==> src/rtl/label_overlay_compositor_macros.svh <==
// Assertion macros used by the label overlay compositor result register module.
`ifndef LABEL_OVERLAY_COMPOSITOR_MACROS_SVH
`define LABEL_OVERLAY_COMPOSITOR_MACROS_SVH
`ifndef SYNTHESIS
// Check a property at every clock edge outside reset.
`define LOC_ASSERT(name, prop) \
  name: assert property (@(posedge clk) disable iff (rst) prop) \
    else $error("label overlay compositor check failed");
// Check that a condition in one cycle leads to another in the next.
`define LOC_ASSERT_NEXT(name, pre, post) \
  name: assert property (@(posedge clk) disable iff (rst) (pre) |=> (post)) \
    else $error("label overlay compositor check failed");
`else
`define LOC_ASSERT(name, prop)
`define LOC_ASSERT_NEXT(name, pre, post)
`endif
`endif

==> src/rtl/loc_ram.sv <==
// Generic single write, single read RAM with registered read data.
module loc_ram #(
  parameter int WIDTH = 8,
  parameter int DEPTH = 16
) (
  input  logic                     clk,
  input  logic                     we,
  input  logic [$clog2(DEPTH)-1:0] waddr,
  input  logic [WIDTH-1:0]         wdata,
  input  logic                     re,
  input  logic [$clog2(DEPTH)-1:0] raddr,
  output logic [WIDTH-1:0]         rdata
);

  logic [WIDTH-1:0] mem [DEPTH];

  always_ff @(posedge clk) begin
    if (we) begin
      mem[waddr] <= wdata;
    end
    if (re) begin
      rdata <= mem[raddr];
    end
  end

endmodule

==> config.mk <==
export PLATFORM = sky130hd
export DESIGN_NAME = loc_ram
export DESIGN_NICKNAME = d
export VERILOG_FILES = /design/src/rtl/label_overlay_compositor_macros.svh /design/src/rtl/loc_ram.sv
export SDC_FILE = /design/constraint.sdc
export NUM_CORES = 1
export LEC_CHECK = 0
export BUFFER_PORTS_ARGS = -buffer_cell sky130_fd_sc_hd__buf_4
export CAP_MARGIN = 20
export CORE_ASPECT_RATIO = 0.75
export CORE_MARGIN = 3
export CORE_UTILIZATION = 60
export DETAILED_ROUTE_END_ITERATION = 10
export HOLD_SLACK_MARGIN = 0.15
export PLACE_DENSITY = 0.78
export SYNTH_ARGS = -nofsm -noshare
export SYNTH_HDL_FRONTEND = slang
export SYNTH_SLANG_ARGS = --single-unit
export TNS_END_PERCENT = 20
==> constraint.sdc <==
create_clock -name clk -period 5.8 [get_ports clk]
set_input_delay 1.45 -clock clk [delete_from_list [all_inputs] [get_ports clk]]
set_output_delay 1.45 -clock clk [all_outputs]
set_load 0.03 [all_outputs]
==> impl_metrics.env <==
export IMPL_layout_nets=286
export IMPL_setup_tns_ps=0
export IMPL_cts_tree="done"
export IMPL_synth_top_cell_area_share_pct=78.1
export IMPL_power_density_nw_per_um2=357
export IMPL_yosys_warnings=0
export IMPL_dieHeight_um=86.8
export IMPL_syn_instance_count=229
export IMPL_synth_area_leaders="edfxtp_1 78%, mux4_2 7.8%, mux4_1 7.0%"
export IMPL_ys_seq_area_share_pct=78.1
export IMPL_overflow=0
export IMPL_synth_edff_count=136
export IMPL_worstMarginPinSlew_ps=957
export IMPL_ant_nets=0
export IMPL_synth_commonest_cells="136 x edfxtp_1, 18 x mux4_2, 16 x a22oi_1, 14 x mux4_1, 13 x nor2_1"
export IMPL_ys_types=18
export IMPL_yosysTopAreaCell="edfxtp_1"
export IMPL_post_route_drc_count=0
export IMPL_fillers=452
export IMPL_coreArea_sq_um=8160
export IMPL_clock_fmax_mhz=358
export IMPL_start_kind="input pin"
export IMPL_areaGrowthSynthToFinish_pct=14.9
export IMPL_stdcell_count=385
export IMPL_stdcell_area_sq_um=6010
export IMPL_hold_viol=0
export IMPL_synth_most_common_cell="edfxtp_1"
export IMPL_hold_path_class="flop to flop"
export IMPL_placedInstanceArea_sq_um=5490
export IMPL_die_w_um=114
export IMPL_grt_setup_unrepaired="false"
export IMPL_clkSinkCount=136
export IMPL_rows=28
export IMPL_crit_required_ps=5960
export IMPL_crit_type="input pin to flop"
export IMPL_numCtsBuffers=17
export IMPL_num_vias=2406
export IMPL_crit_arrival_ps=2950
export IMPL_first_global_vias=2507
export IMPL_vias_per_cell=6.25
export IMPL_dieArea_sq_um=9880
export IMPL_p_leak_nw=1.99
export IMPL_worstPathCellList="buf_4, mux4_1, a22oi_1, nand2_1"
export IMPL_worstPathMaxFanout=32
export IMPL_routabilityCongestion=0.735
export IMPL_grt_antenna_before_repair=0
export IMPL_postLayoutCoreUtil_pct=73.6
export IMPL_syn_area_sq_um=5230
export IMPL_period_minus_slack_ps=2790
export IMPL_drt_iter0_drc=294
export IMPL_avgSynthCellArea_sq_um=22.8
export IMPL_synth_top_flop_cell="edfxtp_1"
export IMPL_slew_violations=0
export IMPL_clock_path_buffers=2
export IMPL_placed_cells=352
export IMPL_max_stage_delay_ps=660
export IMPL_ir_worst_vdd_mv=0.328
export IMPL_crit_buf_inv=1
export IMPL_endpoint_kind="flop"
export IMPL_n_antenna_cell=0
export IMPL_drive_gt1_share_pct=27.1
export IMPL_grt_usage_pct=22.0
export IMPL_htreeDepth=4
export IMPL_critical_path_slowest_cell="mux4_1"
export IMPL_cts_setup_buffers=0
export IMPL_ys_ff_latch=136
export IMPL_dr_pass1_iters=4
export IMPL_syn_nets=248
export IMPL_power_w=0.00214
export IMPL_finalSetupViolCount=0
export IMPL_fin_skew_ps=14.3
export IMPL_slew_headroom_pct=36.0
export IMPL_ctsResizeCount=0
export IMPL_ioPinCount=27
export IMPL_status="complete, no violations"
export IMPL_async_reset_ff_share_pct=0
export IMPL_initial_core_util_pct=64.0
export IMPL_grt_max_degree=33
export IMPL_worst_path_dominant_cell_family="multiplexers"
export IMPL_clk_pin_slew_ps=50
export IMPL_wl_mm=9.58
export IMPL_multi_input_area_sq_um=1060
export IMPL_regArea_sq_um=4080
export IMPL_cts_hold_buf=0
export IMPL_ctsRootBufferMaster="clkbuf_16"
export IMPL_io_buffers=26
export IMPL_avgRoutedWirePerCell_um=24.9
export IMPL_maxCapViolations=0
export IMPL_grt_first_pass_wirelength_mm=15.0
export IMPL_place_hpwl_mm=5.89
export IMPL_clock_latency_ps=410
export IMPL_period_share_pct=48.1
[per-layer routing]
| layer | vias to the layer above | global-route usage, % | wire length (um) |
|---|---|---|---|
| met3 | 10 | 6.91 | 816 |
| met4 | 0 | 9.17 | 114 |
| li1 | 1054 | - | - |
| met2 | 106 | 31.4 | 4420 |
| met5 | - | 0 | 0 |
| met1 | 1236 | 32.2 | 4220 |
[logic make-up after synthesis]
group | Yosys count | synth area share, %
AOI/OAI and AO/OA | 16 | 2.30
buffers and inverters | 10 | 1.65
DFF | 136 | 78.1
muxes | 32 | 14.8
and+or+nand+nor | 35 | 3.14
[cell usage in the layout (no fill, tap or decap), drive strengths merged]
cell	n
edfxtp	136
mux4	32
buf	29
clkbuf	18
a22oi	16
nor2	13
clkinv	10
nand2	9
clkinvlp	4
nor3	4
nand3b	2
nand2b	2
nor2b	1
and2	1
and2b	1
nand3	1
or3b	1
[tightest hold or removal path, cell delays in order, from the launching register on]
cell	delay (ps)
edfxtp_1	310
mux4_1	200
a22oi_1	60
nand2_1	70
[final cells by class]
cell class	instances	share of cell area (%)
well taps	105	2.19
clock buffers	18	7.14
repair buffers	29	3.58
flip-flops and latches	136	68.0
multi-input cells	83	17.7
clock inverters	14	1.44
[worst paths after layout]
path,slack [ps],from,end,cells past startpoint
hold reg to reg,750,mem[4][2],rdata[2],3
setup / recovery,3010,raddr[0],rdata[2],4
setup reg to reg,4310,mem[0][1],rdata[1],3
hold / removal,750,mem[4][2],rdata[2],3
[state kept, by name, summed over array words and instances (netlist names)]
name / flops
mem: 128
rdata: 8
[where the power goes]
group | switching (W) | internal (W) | leakage, nW
Clock | 0.000382 | 0.000537 | 0.242
Sequential | 0.00000628 | 0.00111 | 1.24
Combinational | 0.0000646 | 0.0000446 | 0.512
Total | 0.000453 | 0.00169 | 1.99
[metrics by stage]
stage	hold WS, ps	worst slack (ps)
4_1_cts	757	2930
5_1_grt	787	2930
3_5_place_dp	740	2500
2_1_floorplan	705	2860
6_report	752	3010
3_3_place_gp	719	2550
No activity file was read; power rests on OpenSTA's default activity.
