`config.mk`:
```
export PLATFORM = sky130hd
export DESIGN_NAME = loc_color
export DESIGN_NICKNAME = d
export VERILOG_FILES = /design/src/rtl/label_overlay_compositor_macros.svh /design/src/rtl/loc_pkg.sv /design/src/rtl/loc_color.sv
export SDC_FILE = /design/constraint.sdc
export NUM_CORES = 1
export LEC_CHECK = 0
export BUFFER_PORTS_ARGS = -buffer_cell sky130_fd_sc_hd__buf_4
export CAP_MARGIN = 5
export CORE_MARGIN = 2
export CORE_UTILIZATION = 40
export DETAILED_ROUTE_END_ITERATION = 6
export PLACE_DENSITY_LB_ADDON = 0.2
export SLEW_MARGIN = 20
export SYNTH_ARGS = -nofsm -noshare
export SYNTH_HDL_FRONTEND = slang
export SYNTH_SLANG_ARGS = --single-unit
export TNS_END_PERCENT = 20
```
`constraint.sdc`:
```
create_clock -name vclk -period 12.5
set_input_delay 1.875 -clock vclk [all_inputs]
set_output_delay 1.875 -clock vclk [all_outputs]
set_load 0.02 [all_outputs]
```
`src/rtl/label_overlay_compositor_macros.svh`:
```
// Assertion macros used by the label overlay compositor result register module.
`ifndef LABEL_OVERLAY_COMPOSITOR_MACROS_SVH
`define LABEL_OVERLAY_COMPOSITOR_MACROS_SVH
`ifndef SYNTHESIS
// Check a property at every clock edge outside reset.
`define LOC_ASSERT(name, prop) \
  name: assert property (@(posedge clk) disable iff (rst) prop) \
    else $error("label overlay compositor check failed");
// Check that a condition in one cycle leads to another in the next.
`define LOC_ASSERT_NEXT(name, pre, post) \
  name: assert property (@(posedge clk) disable iff (rst) (pre) |=> (post)) \
    else $error("label overlay compositor check failed");
`else
`define LOC_ASSERT(name, prop)
`define LOC_ASSERT_NEXT(name, pre, post)
`endif
`endif

```
`src/rtl/loc_pkg.sv`:
```
// Types and constants of the label overlay compositor.
package loc_pkg;

  // Configuration register indexes.
  localparam logic [1:0] REG_DISPLAY_MODE = 2'd0;
  localparam logic [1:0] REG_FRAME_WIDTH  = 2'd1;
  localparam logic [1:0] REG_FRAME_HEIGHT = 2'd2;

  // Display modes.
  localparam logic [2:0] MODE_GREY    = 3'd0;
  localparam logic [2:0] MODE_TRUTH   = 3'd1;
  localparam logic [2:0] MODE_PREDICT = 3'd2;
  localparam logic [2:0] MODE_DIFF    = 3'd3;
  localparam logic [2:0] MODE_CONTOUR = 3'd4;

  localparam logic [7:0] LABEL_FG        = 8'd1;
  localparam logic [7:0] LABEL_UNLABELED = 8'd2;

  typedef struct packed {
    logic [7:0] grey_value;
    logic [7:0] truth_label;
    logic [7:0] predicted_label;
  } loc_in_t;

  typedef struct packed {
    logic [7:0]  red;
    logic [7:0]  green;
    logic [7:0]  blue;
    logic [15:0] pixel_row;
    logic [9:0]  pixel_col;
    logic        last_of_item;
    logic        end_of_frame;
  } loc_out_t;

  typedef struct packed {
    logic [7:0] red;
    logic [7:0] green;
    logic [7:0] blue;
  } loc_rgb_t;

  // Position flags of one pixel within the frame.
  typedef struct packed {
    logic has_above;
    logic last_row;
    logic above_first;
    logic first_col;
    logic last_col;
    logic eof;
  } loc_pos_t;

endpackage

```
`src/rtl/loc_color.sv`:
```
// Colour of one pixel: label classification and constant-weight blends.
module loc_color
  import loc_pkg::*;
(
  input  logic [2:0] display_mode,
  input  logic [7:0] grey,
  input  logic [7:0] truth,
  input  logic [7:0] pred,
  input  logic       edge_pix,
  output loc_rgb_t   rgb
);

  typedef enum logic [2:0] {
    KIND_PLAIN,
    KIND_GREEN,
    KIND_YELLOW,
    KIND_RED,
    KIND_BLUE,
    KIND_CONTOUR
  } kind_t;

  kind_t       kind;
  logic [2:0]  ar, ag, ab;
  logic [10:0] br, bg, bb;

  // Round half up to tenths: (a * g + b + 5) / 10 via reciprocal, then clamp.
  function automatic logic [7:0] tenths(input logic [2:0] a, input logic [10:0] b,
                                        input logic [7:0] g);
    logic [11:0] s;
    logic [28:0] p;
    logic [9:0]  q;
    s = 12'(a * g) + 12'(b) + 12'd5;
    p = 29'(s) * 29'd52429;
    q = p[28:19];
    return (q > 10'd255) ? 8'd255 : q[7:0];
  endfunction

  always_comb begin
    kind = KIND_PLAIN;
    case (display_mode)
      MODE_TRUTH: begin
        if (truth == LABEL_FG) kind = KIND_GREEN;
        else if (truth == LABEL_UNLABELED) kind = KIND_YELLOW;
      end
      MODE_PREDICT: begin
        if (pred == LABEL_FG) kind = KIND_RED;
      end
      MODE_DIFF: begin
        if (truth == LABEL_FG && pred == LABEL_FG) kind = KIND_GREEN;
        else if (pred == LABEL_FG) kind = KIND_RED;
        else if (truth == LABEL_FG) kind = KIND_BLUE;
      end
      MODE_CONTOUR: begin
        if (pred == LABEL_FG && edge_pix) kind = KIND_CONTOUR;
      end
      default: kind = KIND_PLAIN;
    endcase
  end

  always_comb begin
    ar = 3'd3; br = 11'd0;
    ag = 3'd3; bg = 11'd0;
    ab = 3'd3; bb = 11'd0;
    case (kind)
      KIND_GREEN: begin
        ag = 3'd4; bg = 11'd1530;
      end
      KIND_YELLOW: begin
        ar = 3'd6; br = 11'd720;
        ag = 3'd6; bg = 11'd640;
        ab = 3'd4;
      end
      KIND_RED: begin
        ar = 3'd4; br = 11'd1530;
      end
      KIND_BLUE: begin
        ab = 3'd4; bb = 11'd1530;
      end
      KIND_CONTOUR: begin
        br = 11'd1785;
        ag = 3'd2;
        ab = 3'd2;
      end
      default: begin
        ar = 3'd3;
      end
    endcase
  end

  always_comb begin
    if (kind == KIND_PLAIN) begin
      rgb.red   = grey;
      rgb.green = grey;
      rgb.blue  = grey;
    end else begin
      rgb.red   = tenths(ar, br, grey);
      rgb.green = tenths(ag, bg, grey);
      rgb.blue  = tenths(ab, bb, grey);
    end
  end

endmodule

```
==> key figures <==
Yosys
  – Yosys Warn Count: 0
  – Seq/Total Area, Yosys: 0%
  – Multiplexer area fraction after synthesis: less than 1%
  – Top post-synthesis cells by count: 367 x inv_1, 270 x ha_1, 168 x fa_1
  – Largest family of logic cells by synthesized area: adder cells
  – Synth area leader: ha_1
  – Post-synth top area share: 30.96%
  – Net Count, Synth: roughly 1700
  – Mapped Cells: approximately 1300
  – Xor and xnor fraction of the mapped netlist area: 4.013%
  – Most frequent cell after synthesis: inv_1
  – Simple-gate share of the synthesized area: 10.08%
  – Largest cells by area after synthesis: ha_1 31%, fa_1 31%, inv_1 13%
  – Synth Cell Area: 10910 sq um
  – Syn Area/Cell: 8.565 sq um
  – Unique masters post-synth: between 60 and 70
  – Post-synthesis adder-cell area fraction: around three fifths
  – Fraction of the mapped netlist area in compound gates: 10.71%

STA
  – RSZ-0062 raised after global routing: true
  – Total Neg Setup Slack: 0 ns
  – Period minus WS final: 12.24 ns
  – Fin. Hold Viols: 0
  – Fmax: a little over 80 MHz
  – Slew headroom: roughly 16%
  – Worst-Margin Slew: about 1.3 ns
  – Slew Limit Fails: 0
  – Tcrit/Tclk final: 97.90%
  – Final setup fails: 0

Critical path
  – Critical path type: in -> out
  – Critical path arrival: 10.36 ns
  – Largest stage delay, worst path: 0.57 ns
  – Most used cell, CP: fa_1
  – Required time of the critical path: 10.62 ns
  – CP max-delay cell: fa_1
  – Startpoint Class: primary input
  – Critical path capture point type: primary output
  – Crit path max fanout: 4

Final layout
  – Layout cells sized above 1: a little over a quarter
  – Synth-to-Final Area Change: 28.98%
  – FFs & Latches: 0
  – Sequential cell area: 0 sq um
  – Number of clock-tree buffers in the layout: 0
  – Nets@finish: 1983

Placement
  – PortBufs: 52
  – Final Wtd Congestion: 0.8410
  – Final HPWL DP: 23.29 mm

Route
  – Wirelength per Cell: 14.25 um
  – DRT Pass-1 Iters: 4
  – Via count: 8925
  – Post-route ant nets: 0
  – Post-route DRC violation count: 0
  – DR vias/cell: 4.806
  – Post-Route WL: 26.46 mm
  – 1st-iter DRT viols: 346

Global route
  – Vias in the first global route: 9541
  – All-Layer GR Usage: 18.90%
  – Largest net degree at the start of global routing: 23
  – First-pass GRT wire length: approximately 45 mm
  – Initial antenna violation count: 1
  – Grt ovf: 0

Floorplanning
  – Initial Util: 40.60%
  – Die width: around 170 um
  – Chip height: approximately 170 um
  – Io pins: 52
  – Die ar.: around 29000 sq um
  – Row count: 60
  – Core Region: 26880 sq um

Hold path
  – Hold crit path type: in -> out
  – Hold path depth: 4
  – Hold Startpoint: grey[5]
  – Hold endpoint: rgb[13]

Flow run
  – Maxcap violations: 0

Status
  – Status: finished clean

Clock network
  – # hold bufs at CTS: 0
## layout by cell type (no fill, tap or decap), types with 22 or more instances in the layout
master   synthesis  routed
fa_1           168     156
nor3_1          28      24
nand2_1         38      36
xnor2_1         32      27
a21oi_1         70      44
a21oi_2          0      24
inv_1          367     345
buf_4            0     236
ha_1           270     248
nor2_1          78      73
inv_2            0      22
a21o_1          22      22
## critical path, delay by kind of cell
family | cells | cell delay [ns]
AO/OA/AOI/OAI | 9 | 1.42
XOR/XNOR | 2 | 0.23
buffers and inverters | 11 | 1.18
adder cells (fa/ha/maj) | 9 | 4.01
AND/OR/NAND/NOR | 9 | 1.64
## per-layer routing
layer | vias to the layer above | track usage, % | share of wire [%]
li1 | 4540 | - | -
met1 | 4290 | 25.68 | 45
met4 | 0 | 0.8919 | 0.81
met2 | 80 | 34.64 | 50
met5 | - | 0 | 0
met3 | 15 | 1.306 | 3.6
## worst max-delay path by stage
stage / endpoint / startpoint / slack (ns) / cells after the start
finish: rgb[14] / truth[2] / 0.26 / 40
global route: rgb[11] / truth[2] / -0.11 / 39
CTS: rgb[10] / truth[5] / 0.01 / 41
detailed placement: rgb[2] / pred[0] / -0.43 / 42
global placement: rgb[4] / pred[0] / -0.48 / 40
floorplan: rgb[10] / truth[5] / 0.005 / 37
## cell type report
class	count	area (sq um)
antenna	1	2.502
multi-input combinational	897	10300
inverter	368	1384
tap	341	426.7
fill	2570	12800
timing repair buffer	250	1956
## kinds of logic after synthesis
family,Yosys count
xor gates and xnor gates,50
adders and majority gates,438
muxes,2
and+or+nand+nor,224
buffers and inverters,377
AOI/OAI and AO/OA,183
## repair_timing
item	in CTS	in global routing
gates resized for setup	24	166
buffers inserted	4	16
setup endpoints to repair	24	24
pin swaps	8	99
## through the flow
step           hold slack [ns]  area, sq um  std cells  utilization (%)  setup WS (ns)
2_1_floorplan            3.975        10920       1274                -       0.004674
3_3_place_gp             4.240        13060       1837            48.58        -0.4823
3_5_place_dp             4.243        13060       1837            48.58        -0.4283
4_1_cts                  4.247        13190       1841            49.09        0.01384
5_1_grt                  4.251        14070       1856            52.36        -0.1138
6_report                 4.232        14070       1857            52.36         0.2626
Power is not shown: default switching activity piles up to over one toggle a cycle in this logic, so the estimate is an artifact.
