## config.mk

```make
export PLATFORM = sky130hd
export DESIGN_NAME = loc_scan
export DESIGN_NICKNAME = d
export VERILOG_FILES = /design/src/rtl/label_overlay_compositor_macros.svh /design/src/rtl/loc_pkg.sv /design/src/rtl/loc_scan.sv
export SDC_FILE = /design/constraint.sdc
export NUM_CORES = 1
export LEC_CHECK = 0
export ABC_AREA = 1
export BUFFER_PORTS_ARGS = -buffer_cell sky130_fd_sc_hd__buf_2
export CORE_UTILIZATION = 55
export CTS_BUF_LIST = sky130_fd_sc_hd__clkbuf_8
export DETAILED_ROUTE_END_ITERATION = 7
export GPL_ROUTABILITY_DRIVEN = 0
export HOLD_SLACK_MARGIN = 0.02
export PLACE_DENSITY = 0.8
export SYNTH_ARGS = -nofsm -noshare
export SYNTH_HDL_FRONTEND = slang
export SYNTH_SLANG_ARGS = --single-unit
```

## constraint.sdc

```tcl
create_clock -name clk -period 4.3 [get_ports clk]
set_input_delay 0.86 -clock clk [delete_from_list [all_inputs] [get_ports clk]]
set_output_delay 0.86 -clock clk [all_outputs]
set_load 0.02 [all_outputs]
```

## src/rtl/label_overlay_compositor_macros.svh

```systemverilog
// Assertion macros used by the label overlay compositor result register module.
`ifndef LABEL_OVERLAY_COMPOSITOR_MACROS_SVH
`define LABEL_OVERLAY_COMPOSITOR_MACROS_SVH
`ifndef SYNTHESIS
// Check a property at every clock edge outside reset.
`define LOC_ASSERT(name, prop) \
  name: assert property (@(posedge clk) disable iff (rst) prop) \
    else $error("label overlay compositor check failed");
// Check that a condition in one cycle leads to another in the next.
`define LOC_ASSERT_NEXT(name, pre, post) \
  name: assert property (@(posedge clk) disable iff (rst) (pre) |=> (post)) \
    else $error("label overlay compositor check failed");
`else
`define LOC_ASSERT(name, prop)
`define LOC_ASSERT_NEXT(name, pre, post)
`endif
`endif

```

## src/rtl/loc_pkg.sv

```systemverilog
// Types and constants of the label overlay compositor.
package loc_pkg;

  // Configuration register indexes.
  localparam logic [1:0] REG_DISPLAY_MODE = 2'd0;
  localparam logic [1:0] REG_FRAME_WIDTH  = 2'd1;
  localparam logic [1:0] REG_FRAME_HEIGHT = 2'd2;

  // Display modes.
  localparam logic [2:0] MODE_GREY    = 3'd0;
  localparam logic [2:0] MODE_TRUTH   = 3'd1;
  localparam logic [2:0] MODE_PREDICT = 3'd2;
  localparam logic [2:0] MODE_DIFF    = 3'd3;
  localparam logic [2:0] MODE_CONTOUR = 3'd4;

  localparam logic [7:0] LABEL_FG        = 8'd1;
  localparam logic [7:0] LABEL_UNLABELED = 8'd2;

  typedef struct packed {
    logic [7:0] grey_value;
    logic [7:0] truth_label;
    logic [7:0] predicted_label;
  } loc_in_t;

  typedef struct packed {
    logic [7:0]  red;
    logic [7:0]  green;
    logic [7:0]  blue;
    logic [15:0] pixel_row;
    logic [9:0]  pixel_col;
    logic        last_of_item;
    logic        end_of_frame;
  } loc_out_t;

  typedef struct packed {
    logic [7:0] red;
    logic [7:0] green;
    logic [7:0] blue;
  } loc_rgb_t;

  // Position flags of one pixel within the frame.
  typedef struct packed {
    logic has_above;
    logic last_row;
    logic above_first;
    logic first_col;
    logic last_col;
    logic eof;
  } loc_pos_t;

endpackage

```

## src/rtl/loc_scan.sv

```systemverilog
// Raster position counters with width and height clamping.
module loc_scan
  import loc_pkg::*;
#(
  parameter int MAX_WIDTH = 1024
) (
  input  logic                         clk,
  input  logic                         rst,
  input  logic                         advance,
  input  logic [10:0]                  frame_width,
  input  logic [15:0]                  frame_height,
  output logic [$clog2(MAX_WIDTH)-1:0] col,
  output logic [15:0]                  row,
  output loc_pos_t                     pos
);

  localparam int COL_W = $clog2(MAX_WIDTH);
  localparam int WW    = (COL_W + 1 > 11) ? COL_W + 1 : 11;

  logic [COL_W-1:0] col_cnt;
  logic [15:0]      row_cnt;
  logic [WW-1:0]    fw;
  logic [WW-1:0]    w;
  logic [WW-1:0]    c;
  logic [15:0]      h;
  logic [15:0]      r;

  always_comb begin
    fw = WW'(frame_width);
    if (fw == '0) begin
      w = WW'(1);
    end else if (fw > WW'(MAX_WIDTH)) begin
      w = WW'(MAX_WIDTH);
    end else begin
      w = fw;
    end
    // Take a counter left past the frame as the last column or row.
    c = (WW'(col_cnt) >= w) ? w - WW'(1) : WW'(col_cnt);
    h = (frame_height == 16'd0) ? 16'd1 : frame_height;
    r = (row_cnt >= h) ? h - 16'd1 : row_cnt;
  end

  assign col             = c[COL_W-1:0];
  assign row             = r;
  assign pos.has_above   = (r != 16'd0);
  assign pos.last_row    = (r == h - 16'd1);
  assign pos.above_first = (r == 16'd1);
  assign pos.first_col   = (c == '0);
  assign pos.last_col    = (c == w - WW'(1));
  assign pos.eof         = (r == h - 16'd1) && (c == w - WW'(1));

  always_ff @(posedge clk) begin
    if (rst) begin
      col_cnt <= '0;
      row_cnt <= '0;
    end else if (advance) begin
      if (c == w - WW'(1)) begin
        col_cnt <= '0;
        row_cnt <= (r == h - 16'd1) ? 16'd0 : r + 16'd1;
      end else begin
        col_cnt <= COL_W'(c + WW'(1));
        row_cnt <= r;
      end
    end
  end

endmodule

```

==> summary.md, run 1 <==
| Metric | Value |
|---|---|
| Status | `complete, but fails checks` |
| Failing checks | `negative setup slack` |
| Setup TNS | `-1.09 ns` |
| Number of flops mapped to enable cells by yosys | `0` |
| Seq/Total Area, Yosys | `0.114` |
| CP Data Required Time | `3.44 ns` |
| Slowest CP cell | `ha_4` |
| WP depth | `24` |
| Fin crit period | `4.64 ns` |
| RR Startpoint | `row_cnt[10]` |
| Vias in the first global route | `5,635` |
| Total power | `0.957 mW` |
| Maximum VDD drop | `0.140 mV` |
| CP most frequent cell | `nor2_4` |
| Remaining DRCs | `0` |
| Initial antenna violation count | `0` |
| Clock latency at the later pin of the worst-skew pair | `0.27 ns` |
| GRT Util Overall | `0.356` |
| #FFs+latches synth | `26` |
| Hold Fails Final Rpt | `0` |
| Post-Place Setup Slack | `-0.430 ns` |
| Initial Utilization | `0.579` |
| Unrepaired setup endpoints after global routing | `yes` |
| Synth Cell Area | `4570 sq um` |
| Row count | `32` |
| Number of fill cells | `505` |
| Clk_skew | `0.00367 ns` |
| Fmax | `0.215 GHz` |
| Via Count | `6,445` |
| R2r setup slk | `0.89 ns` |
| Total global routing overflow | `0` |
| WL/cell | `16.1 microns` |
| RR Endpoint | `row_cnt[12]` |
| Share of cells above drive strength 1 | `0.324` |
| Clock transition at path regs | `0.09 ns` |
| PortBufs | `61` |
| CP delay by family, top | `simple AND/OR/NAND/NOR gates` |
| Diode count | `0` |
| Die Ht | `93.1 microns` |
| Clock buffer count from CTS | `3` |
| Worst Path Buf+Inv | `8` |
| 1st-pass router iterations | `6` |
| Final Cell Area | `6440 sq um` |
| Power Density | `149 nW/um^2` |
| Flip-flop and latch area | `520 sq um` |
| CP endpoint | `pos[0]` |
| Reg2reg path depth | `22` |
| Fin util | `0.817` |
| WL final | `17,500 microns` |
| Final period util | `1.08` |
| Dpl cells | `1,059` |
| Die area | `8670 sq um` |
| Slew margin rel. | `0.340` |
| Synth area leader | `nand2_1` |
| Hold_sp | `col_cnt[0]` |
| Placed Area | `5570 sq um` |
| Post-route ant nets | `0` |
| Largest cells by area after synthesis | `nand2_1, dfxtp_1, inv_1` |
| Worst min-delay path class | `reg -> reg` |
| Hold_ws | `0.500 ns` |
| Netlist cell types | `45` |
| Worst setup startpoint | `frame_width[3]` |
| Routed vias/inst | `5.91` |
| Most frequent cell after synthesis | `nand2_1` |
| Area Overhead vs Synth | `41.1%` |
| FFs w/ async S/R, synth | `0` |
| Yosys top cell area share | `0.236` |
| Worst-path fanout max | `7` |
| Area of the multi-input gates | `3840 sq um` |
| Fin nets | `1,051` |
| Worst Setup End Kind | `output port` |
| Core area | `7890 sq um` |
| CTS tree | `yes` |
| Chip width | `93.1 microns` |
| CP arrival | `3.78 ns` |
| Synth cell count leaders | `nand2_1, inv_1, nor2_1` |
| H-tree depth | `1` |
| Critical path, cell by cell | `buf_6 > nor2_4 > nand3_2 > o21bai_4 > buf_12 > inv_4 > nor2_4 > inv_2 > ha_4 > nand2_4 > nor3_4 > nand3_2 > nand4_4 > buf_6 > buf_4 > nor2_4 > nand3_1 > nand3_1 > nor2_2 > nand3_2 > nor2_4 > inv_2 > nor2_4 > buf_6` |
| Deepest clock path buffer count | `2` |
| Yosys Warn Count | `0` |
| Syn_nets | `893` |
| Fin. max-slew vios | `0` |
| Final setup fails | `7` |
| Worst setup margin | `-0.342 ns` |
| Clock Sinks | `26` |
| Num ports | `62` |
| First-pass GRT wire length | `25,100 microns` |
| Synth Instances | `832` |
| Non-Filler Instances | `1,090` |
| Lkg Pwr | `3.33 nW` |
| Largest net degree at the start of global routing | `30` |
| Post-DP HPWL | `11,800 microns` |
| Crit-path max cell delay | `0.29 ns` |
| Worst Max-Slew Pin Slew | `0.989 ns` |
| Max-cap viol count | `0` |
| Post-synth top flop | `dfxtp_1` |
| Initial detailed-routing violation count | `849` |
| Worst setup path class | `in -> out` |
| Clock root buffer | `clkbuf_8` |
| Hold-fix buffer count after cts | `0` |
| Mean post-synth cell area | `5.49 sq um` |
| Crit start category | `input port` |
## worst min path at each step
stage / slack, ns / end / cells after the start
2_1_floorplan: 0.46 / col_cnt[0] / 2
3_3_place_gp: 0.48 / col_cnt[0] / 2
3_5_place_dp: 0.48 / col_cnt[0] / 2
4_1_cts: 0.50 / col_cnt[0] / 2
5_1_grt: 0.53 / col_cnt[0] / 2
6_report: 0.50 / col_cnt[0] / 2
## sequential cells by signal, indices dropped and copies added (netlist names)
register  flops
col_cnt      10
row_cnt      16
## routing by layer
layer  GRT usage  routed length, microns  vias up
met5           0                       0        -
met4       0.129                     625        0
met3      0.0504                    1880       77
met2       0.590                    8160      471
met1       0.468                    6870     2915
li1            -                       -     2982
## cells in the final DEF, fill, tap and decap left out, drive strengths merged
cell type / instances
a21o: 1
a21oi: 41
a22oi: 1
a31oi: 1
and3b: 1
buf: 175
clkbuf: 6
clkinv: 1
dfxtp: 26
ha: 31
inv: 114
nand2: 299
nand3: 91
nand3b: 2
nand4: 28
nor2: 106
nor2b: 1
nor3: 11
nor4: 1
o211ai: 1
o21a: 1
o21ai: 29
o21bai: 2
o41ai: 4
or2: 6
xor2: 8
## layout make-up
| type | count | share of cell area |
|---|---|---|
| flip-flops and latches | 26 | 0.0808 |
| well taps | 102 | 0.0198 |
| repair buffers | 178 | 0.229 |
| inverters | 115 | 0.0674 |
| clock buffers | 3 | 0.00641 |
| multi-input cells | 666 | 0.597 |
## power by group
group | switching, mW | internal (mW)
clock | 0.0804 | 0.0629
combinational | 0.319 | 0.237
sequential | 0.0101 | 0.247
total | 0.410 | 0.547
## worst min-delay path: stages, from the launching register on
cell and delay, ns:
dfxtp_1 0.33, nand2_1 0.07, a21oi_1 0.06
## logic make-up after synthesis
kind of cell	share of synthesized area
xor gates and xnor gates	0.0153
adders and majority gates	0.0849
AOI/OAI and AO/OA	0.112
buffers and inverters	0.136
and+or+nand+nor	0.537
DFF	0.114
## timing repair
item,CTS,global route
gates cloned,1,3
pin swaps,23,32
buffers inserted,12,12
setup endpoints to repair,11,12
gates resized for setup,44,94
Note: power is estimated with default switching activity, not from simulation.
==> run 2: changes to the inputs <==
--- a/config.mk
+++ b/config.mk
@@ -12,7 +12,7 @@
 export DETAILED_ROUTE_END_ITERATION = 7
 export GPL_ROUTABILITY_DRIVEN = 0
 export HOLD_SLACK_MARGIN = 0.02
-export PLACE_DENSITY = 0.8
+export PLACE_DENSITY = 0.77
 export SYNTH_ARGS = -nofsm -noshare
 export SYNTH_HDL_FRONTEND = slang
 export SYNTH_SLANG_ARGS = --single-unit
==> constraint.sdc (replaced) <==
create_clock -name clk -period 5.9 [get_ports clk]
set_input_delay 0 -clock clk [delete_from_list [all_inputs] [get_ports clk]]
set_output_delay 0 -clock clk [all_outputs]
set_load 0.02 [all_outputs]
==> run 2 against run 1 <==
Largest cell class unchanged. Via count fell by 17%. Critical endpoint unchanged. Critical path depth fell by 5. Core utilization fell by 20 points. Sequential cell count did not move. The run now ends clean. Sequential share of layout area rose by 2.6 points. Register-to-register slack improved by 1.2 ns. Clock skew rose by 0.0030 ns. Wire length fell by 26%. Setup slack improved by 2.3 ns. Clock-buffer cell count did not move. Final area fell by 24%.
==> summary.md, run 2 (synthesized netlist as in run 1, its figures left out) <==
| Metric | Value |
|---|---|
| Critical path, cell by cell | `ha_1 > nand2_1 > inv_1 > nand2_1 > nand2_1 > nand2_1 > nand2_1 > nand2_1 > nand3_2 > inv_2 > nand2_1 > nand3_1 > nand2_1 > nor2_1 > nand2_1 > nor2_1 > nand2_2 > nor2_1 > buf_2` |
| Top reg by flops | `row_cnt` |
| RR Endpoint | `row_cnt[8]` |
| Hold_ws | `0.122 ns` |
| Worst setup path class | `reg -> out` |
| Row count | `32` |
| Routed vias/inst | `5.51` |
| Core area | `7890 sq um` |
| Vias in the first global route | `4,732` |
| Power Density | `120 nW/um^2` |
| Initial detailed-routing violation count | `484` |
| Worst Path Buf+Inv | `3` |
| Most frequent cells in the layout | `nand2_1, inv_1, nor2_1` |
| Fin util | `0.619` |
| Hold Fails Final Rpt | `0` |
| Share of cells above drive strength 1 | `0.156` |
| Die Ht | `93.1 microns` |
| Via Count | `5,369` |
| PortBufs | `61` |
| Fin crit period | `3.91 ns` |
| Post-DP HPWL | `10,600 microns` |
| Clock latency at the later pin of the worst-skew pair | `0.27 ns` |
| WL final | `12,900 microns` |
| Initial antenna violation count | `0` |
| Largest net degree at the start of global routing | `41` |
| Max-cap viol count | `0` |
| Regs by FF count | `row_cnt (16), col_cnt (10)` |
| CP Data Required Time | `5.90 ns` |
| Area Overhead vs Synth | `6.85%` |
| Clock buffer count from CTS | `3` |
| RR Startpoint | `row_cnt[3]` |
| Die area | `8670 sq um` |
| Worst setup margin | `1.99 ns` |
| Num ports | `62` |
| Slowest CP cell | `nand3_2` |
| H-tree depth | `1` |
| Leading cell type in the layout, fill and taps excluded | `nand2_1` |
| Chip width | `93.1 microns` |
| Final setup fails | `0` |
| Fin nets | `934` |
| Diode count | `0` |
| CP most frequent cell | `nand2_1` |
| Worst setup startpoint | `row_cnt[3]` |
| Clock Sinks | `26` |
| Clock transition at path regs | `0.09 ns` |
| Post-route ant nets | `0` |
| Deepest clock path buffer count | `2` |
| First-pass GRT wire length | `21,600 microns` |
| 1st-pass router iterations | `6` |
| Remaining DRCs | `0` |
| Worst Hold Path Cells | `3` |
| Number of fill cells | `779` |
| Crit-path max cell delay | `0.60 ns` |
| Clk_skew | `0.00669 ns` |
| WL/cell | `13.3 microns` |
| Lkg Pwr | `2.62 nW` |
| Worst Max-Slew Pin Slew | `0.896 ns` |
| Crit start category | `flop` |
| CP arrival | `3.91 ns` |
| Clock root buffer | `clkbuf_8` |
| Worst Setup End Kind | `output port` |
| Maximum VDD drop | `0.0823 mV` |
| Post-Place Setup Slack | `1.99 ns` |
| Fin. max-slew vios | `0` |
| WHS Endpoint | `row_cnt[7]` |
| Worst min-delay path class | `in -> reg` |
| Max reg flops | `16` |
| Setup TNS | `0 ns` |
| Fmax | `0.256 GHz` |
| Total global routing overflow | `0` |
| Final period util | `0.662` |
| Initial Utilization | `0.579` |
| Worst-path fanout max | `40` |
| Slew margin rel. | `0.402` |
| CP delay by family, top | `simple AND/OR/NAND/NOR gates` |
| Post-CTS sizing | `0` |
| R2r setup slk | `2.08 ns` |
| Hold-fix buffer count after cts | `0` |
| Status | `finished clean` |
| Reg2reg path depth | `22` |
| CTS tree | `yes` |
| GRT Util Overall | `0.307` |
| Unrepaired setup endpoints after global routing | `no` |
| Hold_sp | `advance` |
| Post-CTS setup buffer count | `0` |
==> run 2: changes by cell type in the layout (fill, tap and decap cells not counted), moves of 12 or more <==
cell	before	now
buf_2	33	61
buf_4	109	0
buf_6	28	0
nand2_1	271	287
nand2_2	23	11
nor2_1	74	97
nor2_4	22	3
==> run 2: tightest hold or removal path, cell delays in order <==
cell,delay [ns]
buf_2,0.19
nand2_1,0.10
a21oi_1,0.05
==> run 2: stage by stage <==
step,instance area [sq um],power (mW),instances
5_1_grt,4880,0.627,974
3_3_place_gp,4810,0.432,970
2_1_floorplan,4570,0.375,832
3_5_place_dp,4810,0.438,970
4_1_cts,4880,0.585,974
6_report,4880,0.587,974
==> run 2: where the power goes <==
part           leakage [nW]  switching [mW]  internal (mW)
Clock                0.0357          0.0577         0.0908
Sequential            0.210         0.00538          0.180
Combinational          2.37           0.171         0.0826
==> run 2: layout make-up <==
| type | instances | area [sq um] | area share |
|---|---|---|---|
| Inverter | 115 | 432 | 0.0884 |
| Clock inverter | 1 | 30.0 | 0.00615 |
| Multi-Input combinational cell | 666 | 3420 | 0.702 |
| Timing Repair Buffer | 61 | 305 | 0.0625 |
| Clock buffer | 3 | 41.3 | 0.00846 |
| Tap cell | 102 | 128 | 0.0261 |
| Sequential cell | 26 | 520 | 0.107 |
==> run 2: worst max path at each step <==
stage / depth (start not counted) / endpoint
floorplan: 24 / col_cnt[8]
global placement: 23 / row_cnt[4]
detailed placement: 25 / row_cnt[8]
CTS: 19 / pos[0]
global route: 26 / pos[0]
finish: 19 / pos[0]
==> run 2: layer usage <==
metal  global-route usage  vias up  routed length (microns)
met3               0.0407       16                     1200
li1                     -     2748                        -
met2                0.458      237                     5220
met1                0.464     2368                     6380
met4               0.0641        0                      134
met5                    0        -                        0
